$ cat config.mk
export PLATFORM = sky130hd
export DESIGN_NAME = modular_exponentiation_unit
export DESIGN_NICKNAME = d
export VERILOG_FILES = /design/src/rtl/core/modexp_pkg.sv /design/src/rtl/core/modexp_datapath.sv /design/src/rtl/core/modexp_ctrl.sv /design/src/rtl/core/modular_exponentiation_unit.sv
export SDC_FILE = /design/constraint.sdc
export NUM_CORES = 2
export LEC_CHECK = 0
export BUFFER_PORTS_ARGS = -buffer_cell sky130_fd_sc_hd__buf_2
export CORE_UTILIZATION = 32
export CTS_CLUSTER_DIAMETER = 40
export DETAILED_ROUTE_END_ITERATION = 10
export GPL_TIMING_DRIVEN = 1
export HOLD_SLACK_MARGIN = 0.1
export PLACE_DENSITY = 0.45
export SLEW_MARGIN = 20
export SYNTH_ARGS = -nofsm -noshare
export SYNTH_HDL_FRONTEND = slang
export SYNTH_SLANG_ARGS = --single-unit
export TNS_END_PERCENT = 50
$ cat constraint.sdc
create_clock -name clk -period 9.4 [get_ports clk]
set_input_delay 2.35 -clock clk [delete_from_list [all_inputs] [get_ports clk]]
set_output_delay 2.35 -clock clk [all_outputs]
set_load 0.02 [all_outputs]
$ cat src/rtl/core/modexp_pkg.sv
// ----------------------------------------------------------------------------
// Modular exponentiation package
// Shared widths, register indexes, datapath command and status types.
// ----------------------------------------------------------------------------
package modexp_pkg;

    localparam int WORD_BITS = 32;
    localparam int CNT_BITS  = $clog2(WORD_BITS);

    // Register indexes
    localparam logic REG_MODULUS  = 1'b0;
    localparam logic REG_EXPONENT = 1'b1;

    // Datapath operations
    typedef enum logic [2:0] {
        OP_NONE,
        OP_LOAD,     // latch message, set acc to 1 mod n
        OP_REDUCE,   // one restoring step of base mod n
        OP_MUL_SQR,  // start acc * acc
        OP_MUL_BASE, // start acc * base
        OP_MUL_STEP, // one shift-and-add step
        OP_MUL_DONE  // write product to acc
    } dp_op_t;

    typedef struct packed {
        dp_op_t              op;
        logic [CNT_BITS-1:0] bit_idx;
    } dp_cmd_t;

    typedef struct packed {
        logic mod_zero;
    } dp_stat_t;

endpackage

$ cat src/rtl/core/modexp_datapath.sv
// ----------------------------------------------------------------------------
// Modular exponentiation datapath
// Base reduction, serial modular multiplier and accumulator.
// ----------------------------------------------------------------------------
module modexp_datapath (
    input  logic                                clk,
    input  logic [modexp_pkg::WORD_BITS-1:0]    modulus,
    input  logic [modexp_pkg::WORD_BITS-1:0]    message,
    input  modexp_pkg::dp_cmd_t                 cmd,
    output modexp_pkg::dp_stat_t                stat,
    output logic [modexp_pkg::WORD_BITS-1:0]    acc
);

    localparam int W = modexp_pkg::WORD_BITS;

    logic [W-1:0]   base_reg, base_next;
    logic [W-1:0]   acc_reg, acc_next;
    logic [W-1:0]   mcand_reg, mcand_next;
    logic [W-1:0]   mplier_reg, mplier_next;
    logic [W-1:0]   prod_reg, prod_next;
    logic [W-1:0]   rem_reg, rem_next;
    logic [2*W-1:0] wrap_prod;
    logic [W:0]     dbl, dbl_red, add_sum;
    logic [W-1:0]   dbl_mod;
    logic [W:0]     rem_sh;

    assign stat.mod_zero = (modulus == '0);
    assign acc           = acc_reg;

    // product modulo 2^W when modulus is zero
    assign wrap_prod = mcand_reg * mplier_reg;

    // shift-and-add step: r = 2r mod n, then + a mod n when the multiplier bit is set
    assign dbl     = {prod_reg, 1'b0};
    assign dbl_red = dbl - {1'b0, modulus};
    assign dbl_mod = (dbl >= {1'b0, modulus}) ? dbl_red[W-1:0] : dbl[W-1:0];
    assign add_sum = {1'b0, dbl_mod} + {1'b0, mcand_reg};

    // restoring remainder step for base mod n; message held in mplier
    assign rem_sh = {rem_reg, mplier_reg[cmd.bit_idx]};

    always_comb
    begin
        base_next   = base_reg;
        acc_next    = acc_reg;
        mcand_next  = mcand_reg;
        mplier_next = mplier_reg;
        prod_next   = prod_reg;
        rem_next    = rem_reg;
        case (cmd.op)
            modexp_pkg::OP_LOAD:
            begin
                rem_next    = '0;
                acc_next    = (modulus == W'(1)) ? '0 : W'(1);
                base_next   = message;
                mplier_next = message;
            end
            modexp_pkg::OP_REDUCE:
            begin
                if (rem_sh >= {1'b0, modulus})
                    rem_next = W'(rem_sh - {1'b0, modulus});
                else
                    rem_next = rem_sh[W-1:0];
                base_next = (rem_sh >= {1'b0, modulus}) ?
                            W'(rem_sh - {1'b0, modulus}) : rem_sh[W-1:0];
            end
            modexp_pkg::OP_MUL_SQR:
            begin
                mcand_next  = acc_reg;
                mplier_next = acc_reg;
                prod_next   = '0;
            end
            modexp_pkg::OP_MUL_BASE:
            begin
                mcand_next  = acc_reg;
                mplier_next = base_reg;
                prod_next   = '0;
            end
            modexp_pkg::OP_MUL_STEP:
            begin
                if (mplier_reg[cmd.bit_idx])
                begin
                    if (add_sum >= {1'b0, modulus})
                        prod_next = W'(add_sum - {1'b0, modulus});
                    else
                        prod_next = add_sum[W-1:0];
                end
                else
                    prod_next = dbl_mod;
            end
            modexp_pkg::OP_MUL_DONE:
                acc_next = (modulus == '0) ? wrap_prod[W-1:0] : prod_reg;
            default: ;
        endcase
    end

    always_ff @(posedge clk)
    begin
        base_reg   <= base_next;
        acc_reg    <= acc_next;
        mcand_reg  <= mcand_next;
        mplier_reg <= mplier_next;
        prod_reg   <= prod_next;
        rem_reg    <= rem_next;
    end

endmodule

$ cat src/rtl/core/modexp_ctrl.sv
// ----------------------------------------------------------------------------
// Modular exponentiation controller
// Sequences base reduction and square-and-multiply over exponent bits.
// ----------------------------------------------------------------------------
module modexp_ctrl (
    input  logic                                clk,
    input  logic                                rst_n,
    input  logic                                in_valid,
    output logic                                in_ready,
    output logic                                out_valid,
    input  logic                                out_ready,
    input  logic [modexp_pkg::WORD_BITS-1:0]    exponent,
    input  modexp_pkg::dp_stat_t                stat,
    output modexp_pkg::dp_cmd_t                 cmd,
    output logic                                one_sel
);

    localparam int CB = modexp_pkg::CNT_BITS;

    typedef enum logic [2:0] {
        S_IDLE, S_REDUCE, S_SQR, S_MUL_SQR, S_CHK, S_MUL_BASE, S_FINISH, S_OUT
    } state_t;

    state_t          state_reg;
    logic [CB-1:0]   ebit_reg;
    logic [CB-1:0]   step_reg;
    logic            out_valid_reg;
    logic            one_reg;
    logic            cmd_from_base_reg;  // running multiply is by the base

    assign in_ready  = (state_reg == S_IDLE) && !out_valid_reg;
    assign out_valid = out_valid_reg;
    assign one_sel   = one_reg;

    // datapath command decode
    always_comb
    begin
        cmd.op      = modexp_pkg::OP_NONE;
        cmd.bit_idx = step_reg;
        case (state_reg)
            S_IDLE:     if (in_valid && in_ready) cmd.op = modexp_pkg::OP_LOAD;
            S_REDUCE:   cmd.op = stat.mod_zero ? modexp_pkg::OP_NONE
                                               : modexp_pkg::OP_REDUCE;
            S_SQR:      cmd.op = modexp_pkg::OP_MUL_SQR;
            S_MUL_SQR,
            S_MUL_BASE: cmd.op = modexp_pkg::OP_MUL_STEP;
            S_CHK:      cmd.op = exponent[ebit_reg] ? modexp_pkg::OP_MUL_BASE
                                                    : modexp_pkg::OP_NONE;
            S_FINISH:   cmd.op = modexp_pkg::OP_MUL_DONE;
            default:    cmd.op = modexp_pkg::OP_NONE;
        endcase
    end

    always_ff @(posedge clk or negedge rst_n)
    begin
        if (!rst_n)
        begin
            state_reg         <= S_IDLE;
            ebit_reg          <= '0;
            step_reg          <= '0;
            out_valid_reg     <= 1'b0;
            one_reg           <= 1'b0;
            cmd_from_base_reg <= 1'b0;
        end
        else
        begin
            if (out_valid_reg && out_ready)
                out_valid_reg <= 1'b0;
            case (state_reg)
                S_IDLE:
                    if (in_valid && in_ready)
                    begin
                        one_reg  <= (exponent == '0);
                        step_reg <= CB'(modexp_pkg::WORD_BITS - 1);
                        ebit_reg <= CB'(modexp_pkg::WORD_BITS - 1);
                        state_reg <= (exponent == '0) ? S_OUT : S_REDUCE;
                    end
                S_REDUCE:
                begin
                    step_reg <= step_reg - CB'(1);
                    if (step_reg == '0)
                        state_reg <= S_SQR;
                end
                S_SQR:
                begin
                    cmd_from_base_reg <= 1'b0;
                    step_reg  <= CB'(modexp_pkg::WORD_BITS - 1);
                    state_reg <= S_MUL_SQR;
                end
                S_MUL_SQR:
                begin
                    step_reg <= step_reg - CB'(1);
                    if (step_reg == '0)
                        state_reg <= S_FINISH;
                end
                S_FINISH:
                    // after the base multiply the bit is done
                    if (!cmd_from_base_reg)
                        state_reg <= S_CHK;
                    else if (ebit_reg == '0)
                        state_reg <= S_OUT;
                    else
                    begin
                        ebit_reg  <= ebit_reg - CB'(1);
                        state_reg <= S_SQR;
                    end
                S_CHK:
                    if (exponent[ebit_reg])
                    begin
                        cmd_from_base_reg <= 1'b1;
                        step_reg  <= CB'(modexp_pkg::WORD_BITS - 1);
                        state_reg <= S_MUL_BASE;
                    end
                    else if (ebit_reg == '0)
                        state_reg <= S_OUT;
                    else
                    begin
                        ebit_reg  <= ebit_reg - CB'(1);
                        state_reg <= S_SQR;
                    end
                S_MUL_BASE:
                begin
                    step_reg <= step_reg - CB'(1);
                    if (step_reg == '0)
                        state_reg <= S_FINISH;
                end
                S_OUT:
                    if (!out_valid_reg)
                    begin
                        out_valid_reg <= 1'b1;
                        state_reg     <= S_IDLE;
                    end
                default:
                    state_reg <= S_IDLE;
            endcase
        end
    end

endmodule

$ cat src/rtl/core/modular_exponentiation_unit.sv
// A request runs through the bit-serial base reduction and the shift-and-add
//   multiplier, one bit a cycle. A zero exponent skips both: the result is 1.
// One request in flight; the next can be accepted from the cycle after the result is taken.
// Reset is asynchronous, active low; modulus resets to 1, exponent to 0.
// ----------------------------------------------------------------------------
// Modular exponentiation unit
// Raises each message to the configured exponent modulo the configured modulus.
// ----------------------------------------------------------------------------
module modular_exponentiation_unit (
    input  logic                                clk,
    input  logic                                rst_n,
    input  logic                                cfg_we,
    input  logic                                cfg_index,
    input  logic [modexp_pkg::WORD_BITS-1:0]    cfg_data,
    input  logic                                in_valid,
    output logic                                in_ready,
    input  logic [modexp_pkg::WORD_BITS-1:0]    message,
    output logic                                out_valid,
    input  logic                                out_ready,
    output logic [modexp_pkg::WORD_BITS-1:0]    result
);

    localparam int W = modexp_pkg::WORD_BITS;

    logic [W-1:0]         modulus_reg, exponent_reg;
    logic [W-1:0]         acc;
    logic                 one_sel;
    modexp_pkg::dp_cmd_t  cmd;
    modexp_pkg::dp_stat_t stat;

    // configuration registers
    always_ff @(posedge clk or negedge rst_n)
    begin
        if (!rst_n)
        begin
            modulus_reg  <= W'(1);
            exponent_reg <= '0;
        end
        else if (cfg_we)
        begin
            if (cfg_index == modexp_pkg::REG_MODULUS)
                modulus_reg <= cfg_data;
            else if (cfg_index == modexp_pkg::REG_EXPONENT)
                exponent_reg <= cfg_data;
        end
    end

    modexp_ctrl u_ctrl (
        .clk       (clk),
        .rst_n     (rst_n),
        .in_valid  (in_valid),
        .in_ready  (in_ready),
        .out_valid (out_valid),
        .out_ready (out_ready),
        .exponent  (exponent_reg),
        .stat      (stat),
        .cmd       (cmd),
        .one_sel   (one_sel)
    );

    modexp_datapath u_dp (
        .clk     (clk),
        .modulus (modulus_reg),
        .message (message),
        .cmd     (cmd),
        .stat    (stat),
        .acc     (acc)
    );

    assign result = one_sel ? W'(1) : acc;

`ifndef SYNTHESIS
    a_no_accept_busy: assert property (@(posedge clk) disable iff (!rst_n)
        out_valid |-> !in_ready) else $error("accept while result pending");
    a_out_hold: assert property (@(posedge clk) disable iff (!rst_n)
        out_valid && !out_ready |=> out_valid && $stable(result))
        else $error("result dropped");
`endif

endmodule
Word level (Yosys, flattened, before mapping)
Index checks and enable logic that the tools add are counted.

Bits in writable memories: 0. Output and inout bits: 34. Memories kept: 0. ROM bits: 0. Input port bits: 70. Logic and storage cells: 115. Flip-flop bits (word level): 272. Latch bits: 0.

Shifts and indexed selects: 0. Div/mod/pow operators: 0. Reduce and logical (&&, ||, !) cells: 26. Muxes and demuxes: 41. $lt $le $gt $ge: 5. Add/subtract/negate cells: 6. Bitwise logic cells: 1. Eq/ne operators: 21. Multipliers: 1.

Operators by type and width (count): 32-bit one-hot mux with 2 select lines (4); 32-bit two-way mux (6); 33-bit by 32-bit greater-or-equal comparator with 1-bit output (3); 32-bit one-hot mux with 3 select lines (1); 32-bit subtractor (3); 32-bit logical NOT (2); 32-bit by 32-bit adder with 33-bit output (1); 32-bit by 1-bit equality test with 1-bit output, second input constant (1); 32-bit by 32-bit multiplier with 32-bit output (1); 3-bit two-way mux (9); 5-bit two-way mux (5); 3-bit equality test, second input constant (7); 3-bit one-hot mux with 7 select lines (1); 5-bit one-hot mux with 4 select lines (1); 3-bit one-hot mux with 6 select lines (1); 5-bit one-hot mux with 3 select lines (1); 3-bit by 2-bit equality test with 1-bit output, second input constant (4); 5-bit by 6-bit < comparator with 1-bit output, second input constant (2); 1-bit binary-select mux with 5-bit select (2); 5-bit logical NOT (2); 5-bit by 1-bit subtractor with 5-bit output, second input constant (2); 1-bit two-way mux (8); 2-bit by 1-bit != test with 1-bit output, second input constant (4); 2-bit AND reduction (4); other kinds (15) (26).

Depth between registers and ports, before layout
Depth after elaboration: 8. Gate-level depth with buffers: 38. Mapped depth without buffers: 35.

Cells and area by module
A second synthesis with hierarchy kept.

Cell total of the unflattened synthesis: 3872. Area total of the unflattened synthesis: 35416.5 sq um.

By module, submodules not included: modexp_datapath (cells each 3523, times used 1, area each 31311.3 sq um, seq. area each 5765.5 sq um); modular_exponentiation_unit (cells each 172, times used 1, area each 2638.8 sq um, seq. area each 1602.8 sq um); modexp_ctrl (cells each 177, times used 1, area each 1466.4 sq um, seq. area each 400.4 sq um).

Worst setup path before layout
OpenSTA, ideal clock, no wires.

Path type: reg2reg. From: register modulus_reg[1]. To: register u_dp.prod_reg[27] (data pin). Clock period less this slack: 7.328 ns. Setup slack: 2.072 ns. Buffers on the path: 2. Stages on the path, launching flop included: 33. Arrival: 7.057 ns. Data required time: 9.130 ns. Setup time: 0.270 ns. Cell sequence: dfrtp_1 inv_1 ha_1 nor2b_1 o31a_1 o22ai_1 o2bb2ai_1 o21ai_2 a21oi_2 a31oi_1 a2111oi_4 buf_4 mux2_2 ha_1 or4_1 o21ai_0 a21oi_1 a2111oi_2 o31ai_2 a21o_1 a21oi_1 xnor2_1 ha_1 a21o_1 a21oi_1 nand3b_1 a31oi_1 or2_1 a21oi_1 a211oi_2 clkbuf_1 mux2i_1 a21oi_1.

Word-level cells in the longest chain between the ends: 7. Elaborated cells between the ends (all ways): 16. Those cells by class: add/sub (3); order compare (2); eq/ne (3); mux (6); reduce/logical (2).

Ends and longest elaborated chain: from (decl) (line modular_exponentiation_unit.sv:25) `logic [W-1:0] modulus_reg, exponent_reg;`; from (signal assigned) (line modular_exponentiation_unit.sv:42) `modulus_reg <= cfg_data;`; 32-bit subtractor / 33-bit by 32-bit greater-or-equal comparator with 1-bit output (equally long branches) (line modexp_datapath.sv:35, modexp_datapath.sv:36); 32-bit two-way mux (line modexp_datapath.sv:36) `assign dbl_mod = (dbl >= {1'b0, modulus}) ? dbl_red[W-1:0] : dbl[W-1:0];`; 32-bit by 32-bit adder with 33-bit output (line modexp_datapath.sv:37) `assign add_sum = {1'b0, dbl_mod} + {1'b0, mcand_reg};`; 32-bit subtractor / 33-bit by 32-bit greater-or-equal comparator with 1-bit output (equally long branches) (line modexp_datapath.sv:84, modexp_datapath.sv:83); 32-bit two-way mux (line modexp_datapath.sv:83) `if (add_sum >= {1'b0, modulus})`; 32-bit two-way mux (line modexp_datapath.sv:81) `if (mplier_reg[cmd.bit_idx])`; 32-bit one-hot mux with 2 select lines * (line modexp_datapath.sv:50) `case (cmd.op)`; to (signal assigned) (line modexp_datapath.sv:103) `prod_reg <= prod_next;`; to (decl) (line modexp_datapath.sv:20) `logic [W-1:0] prod_reg, prod_next;`.

Every way passes the cells marked *; elsewhere a longest branch is shown, timed or not. A chain may end at the register's enable or synchronous reset.

Worst setup path in the final report
From: register modulus_reg[1]. To: register u_dp.prod_reg[14] (data pin).

Same word-level chain as after synthesis.

==> flow_metrics.tcl <==
set metrics [dict create \
    status "finished, final reports clean" \
    synth_cell_types 89 \
    arrival_ns 9.24 \
    finalSetupViolCount 0 \
    fin_crit_ns 8.87 \
    syn_inst 3824 \
    drc 0 \
    gr-usage-all-layers_pct 22.8 \
    grt_pass1_vias 28600 \
    cts_resized 0 \
    clockBufferDepth 3 \
    ant_nets 0 \
    dieArea_sq_mm 0.110 \
    worst_slew_pin_slew_ns 1.22 \
    core_sq_mm 0.108 \
    slowest_stage "a2111oi_2" \
    slew_viol_final 0 \
    synthesis.area_sq_mm 0.0348 \
    gr-total-overflow 0 \
    cp_common_cell "a21oi_1" \
    hold_buffers 0 \
    dp_cells 5233 \
    critPathKind "reg -> reg" \
    synthToLayoutAreaGrowth_pct 12.3 \
    crit_fanout 39 \
    viasPerCell 5.18 \
    synth_compound_area_share_pct 11.9 \
    grt_pass1_wl_mm 188 \
    end_kind "flip-flop" \
    antenna_found_initial 15 \
    yosys.area_share.simple_pct 15.4 \
    synth_edf_count 192 \
    synth_seq_cells 272 \
    yosysSeqAreaShare_pct 22.3 \
    cts_sinks 272 \
    grt_max_degree 65 \
    fin_skew_ns 0.0409 \
    drt_iter0_markers 2077 \
    layout-drive-gt1-share_pct 10.7 \
    hp-class "reg -> reg" \
    htreeDepth 2 \
    async_flop_share_pct 29.4 \
    rsz0062_at_grt "no" \
    yosysTopAreaCell "fa_1" \
    clock.fmax_mhz 113 \
    place_congestion 0.926 \
    yosysWarnings 0 \
    synth-main-ff-cell "edfxtp_1" \
    die_x_um 332 \
    cts_root_buffer "clkbuf_16" \
    dpl.hpwl_mm 99.2 \
    synth.net_count 4560 \
    max-cap-violations 0 \
    drt_wl_total_mm 125 \
    rows 120 \
    pin_count 104 \
    io_buffers 103 \
    startpoint_type "flip-flop" \
    worstPathRequired_ns 9.78 \
    initial_core_util_pct 32.4 \
    clkTransAtPathRegs_ns 0.06 \
    fillers 11100 \
    fin_crit_sh_pct 94.3 \
    synth_top_family_by_area "adder cells" \
    synth_fa_ha_area_share_pct 32.8 \
    muxShareOfSynthArea_pct 4.27 \
    finalNonFillerCells 5347 \
    dieHeight_um 332 \
    post_drt_wl_per_cell_um 23.3 \
    clk-insertion-delay-late_ns 0.65 \
    slowest_delay_ns 0.51 \
    vias 27700 \
    synth_top_area_share_pct 23.7 \
    nets 4627 \
    synth_xor_area_share_pct 4.86 \
    cts_tree "done" \
    tritoncts.num_buffers 59 \
    slew_headroom_pct 18.9 \
    avgSynthCellArea_sq_um 9.10 \
    tns_ns 0 \
    hold_viol 0 \
    cts_setup_buffers 0 \
    synth_area_leaders "fa_1 (24%), edfxtp_1 (17%), ha_1 (9.1%)" \
    first_pass_iters 5 \
]
[area by class of cell]
class | count | area, sq um | share of cell area [%]
multi-input combinational | 2787 | 24200 | 61.8
clock inverter | 49 | 520 | 1.33
clock buffer | 63 | 1530 | 3.92
sequential | 272 | 7770 | 19.9
tap | 1403 | 1760 | 4.49
antenna | 2 | 5.00 | 0.0128
timing repair buffer | 181 | 1120 | 2.86
inverter | 590 | 2210 | 5.67
[final timing paths]
kind                            cells past startpoint  slack [ns]                  to            from
worst max register to register                     33        0.53   u_dp.prod_reg[14]  modulus_reg[1]
worst max-delay path                               33        0.53   u_dp.prod_reg[14]  modulus_reg[1]
worst min register to register                      0        0.49  u_dp.mcand_reg[31]    u_dp.acc[31]
min in group asynchronous                           1        1.71    exponent_reg[27]           rst_n
worst min-delay path                                0        0.49  u_dp.mcand_reg[31]    u_dp.acc[31]
max in group asynchronous                           2        6.68     modulus_reg[10]           rst_n
[layout by cell type (no fill, tap or decap), types with 12 or more instances in the layout]
cell         n
nand2_1    645
inv_1      589
fa_1       412
ha_1       254
edfxtp_1   192
a21oi_1    183
and2_1     141
xnor2_1    138
o21ai_0    128
nor2_1     125
buf_2      102
a21o_1      95
dfrtp_1     79
buf_4       78
clkbuf_16   60
mux2_2      57
xor2_1      55
nor2b_1     53
o21a_1      36
mux2i_1     36
a22oi_1     34
nand3_1     32
nand4_1     28
nor3_1      27
nand2b_1    27
nor4_1      24
o21bai_1    21
a211oi_1    21
mux4_2      20
nor2_2      16
a31oi_1     15
inv_6       13
a211o_1     12
o31ai_1     12
[per-layer routing]
layer,routed length (um),GRT usage [%],vias to the layer above
met5,0,0,-
met4,2240,4.49,0
met3,5510,2.21,122
met2,56700,36.6,728
met1,60400,33.3,14200
li1,-,-,12700
[per-stage QoR]
stage	util (%)	setup WS (ns)	hold slack, ns	area, sq um
6_report	36.4	0.533	0.492	39100
5_1_grt	36.4	0.0878	0.546	39100
4_1_cts	36.4	0.641	0.509	39100
3_5_place_dp	34.4	0.688	0.501	37000
3_3_place_gp	34.4	0.822	0.511	37000
2_1_floorplan	-	2.07	0.443	34800
[Yosys cell counts (27+ instances only)]
cell type / n
fa_1: 412
and2_1: 141
a21o_1: 95
nand4_1: 28
nor3_1: 29
o21a_1: 36
o21ai_0: 128
xnor2_1: 138
mux2_2: 57
nor2_1: 126
clkbuf_1: 156
mux2i_1: 36
nand2b_1: 27
edfxtp_1: 192
nand3_1: 32
a22oi_1: 34
nor2b_1: 54
inv_1: 589
nand2_1: 647
a21oi_1: 183
xor2_1: 55
ha_1: 254
dfrtp_1: 79
[worst max-delay path: cells and delay by family, from the launching register on]
family	cells	cell delay, ns
compound gates	19	4.38
xor+xnor	1	0.23
fa+ha+maj	3	0.97
buf+inv	3	0.94
flops	1	0.40
mux	1	0.40
simple gates	6	1.19
[cells by family (layout without fill, tap and decap cells)]
group	count (synthesis)	count (layout)
other	0	2
buffers and inverters	765	883
AND/OR/NAND/NOR	1173	1173
AO/OA/AOI/OAI	640	640
multiplexers	115	115
XOR/XNOR	193	193
flip-flops	272	272
adder cells (fa/ha/maj)	666	666
Power is left out: the tool's default activity adds up to more than one toggle a clock period on the data nets, which glitch-free logic cannot reach.
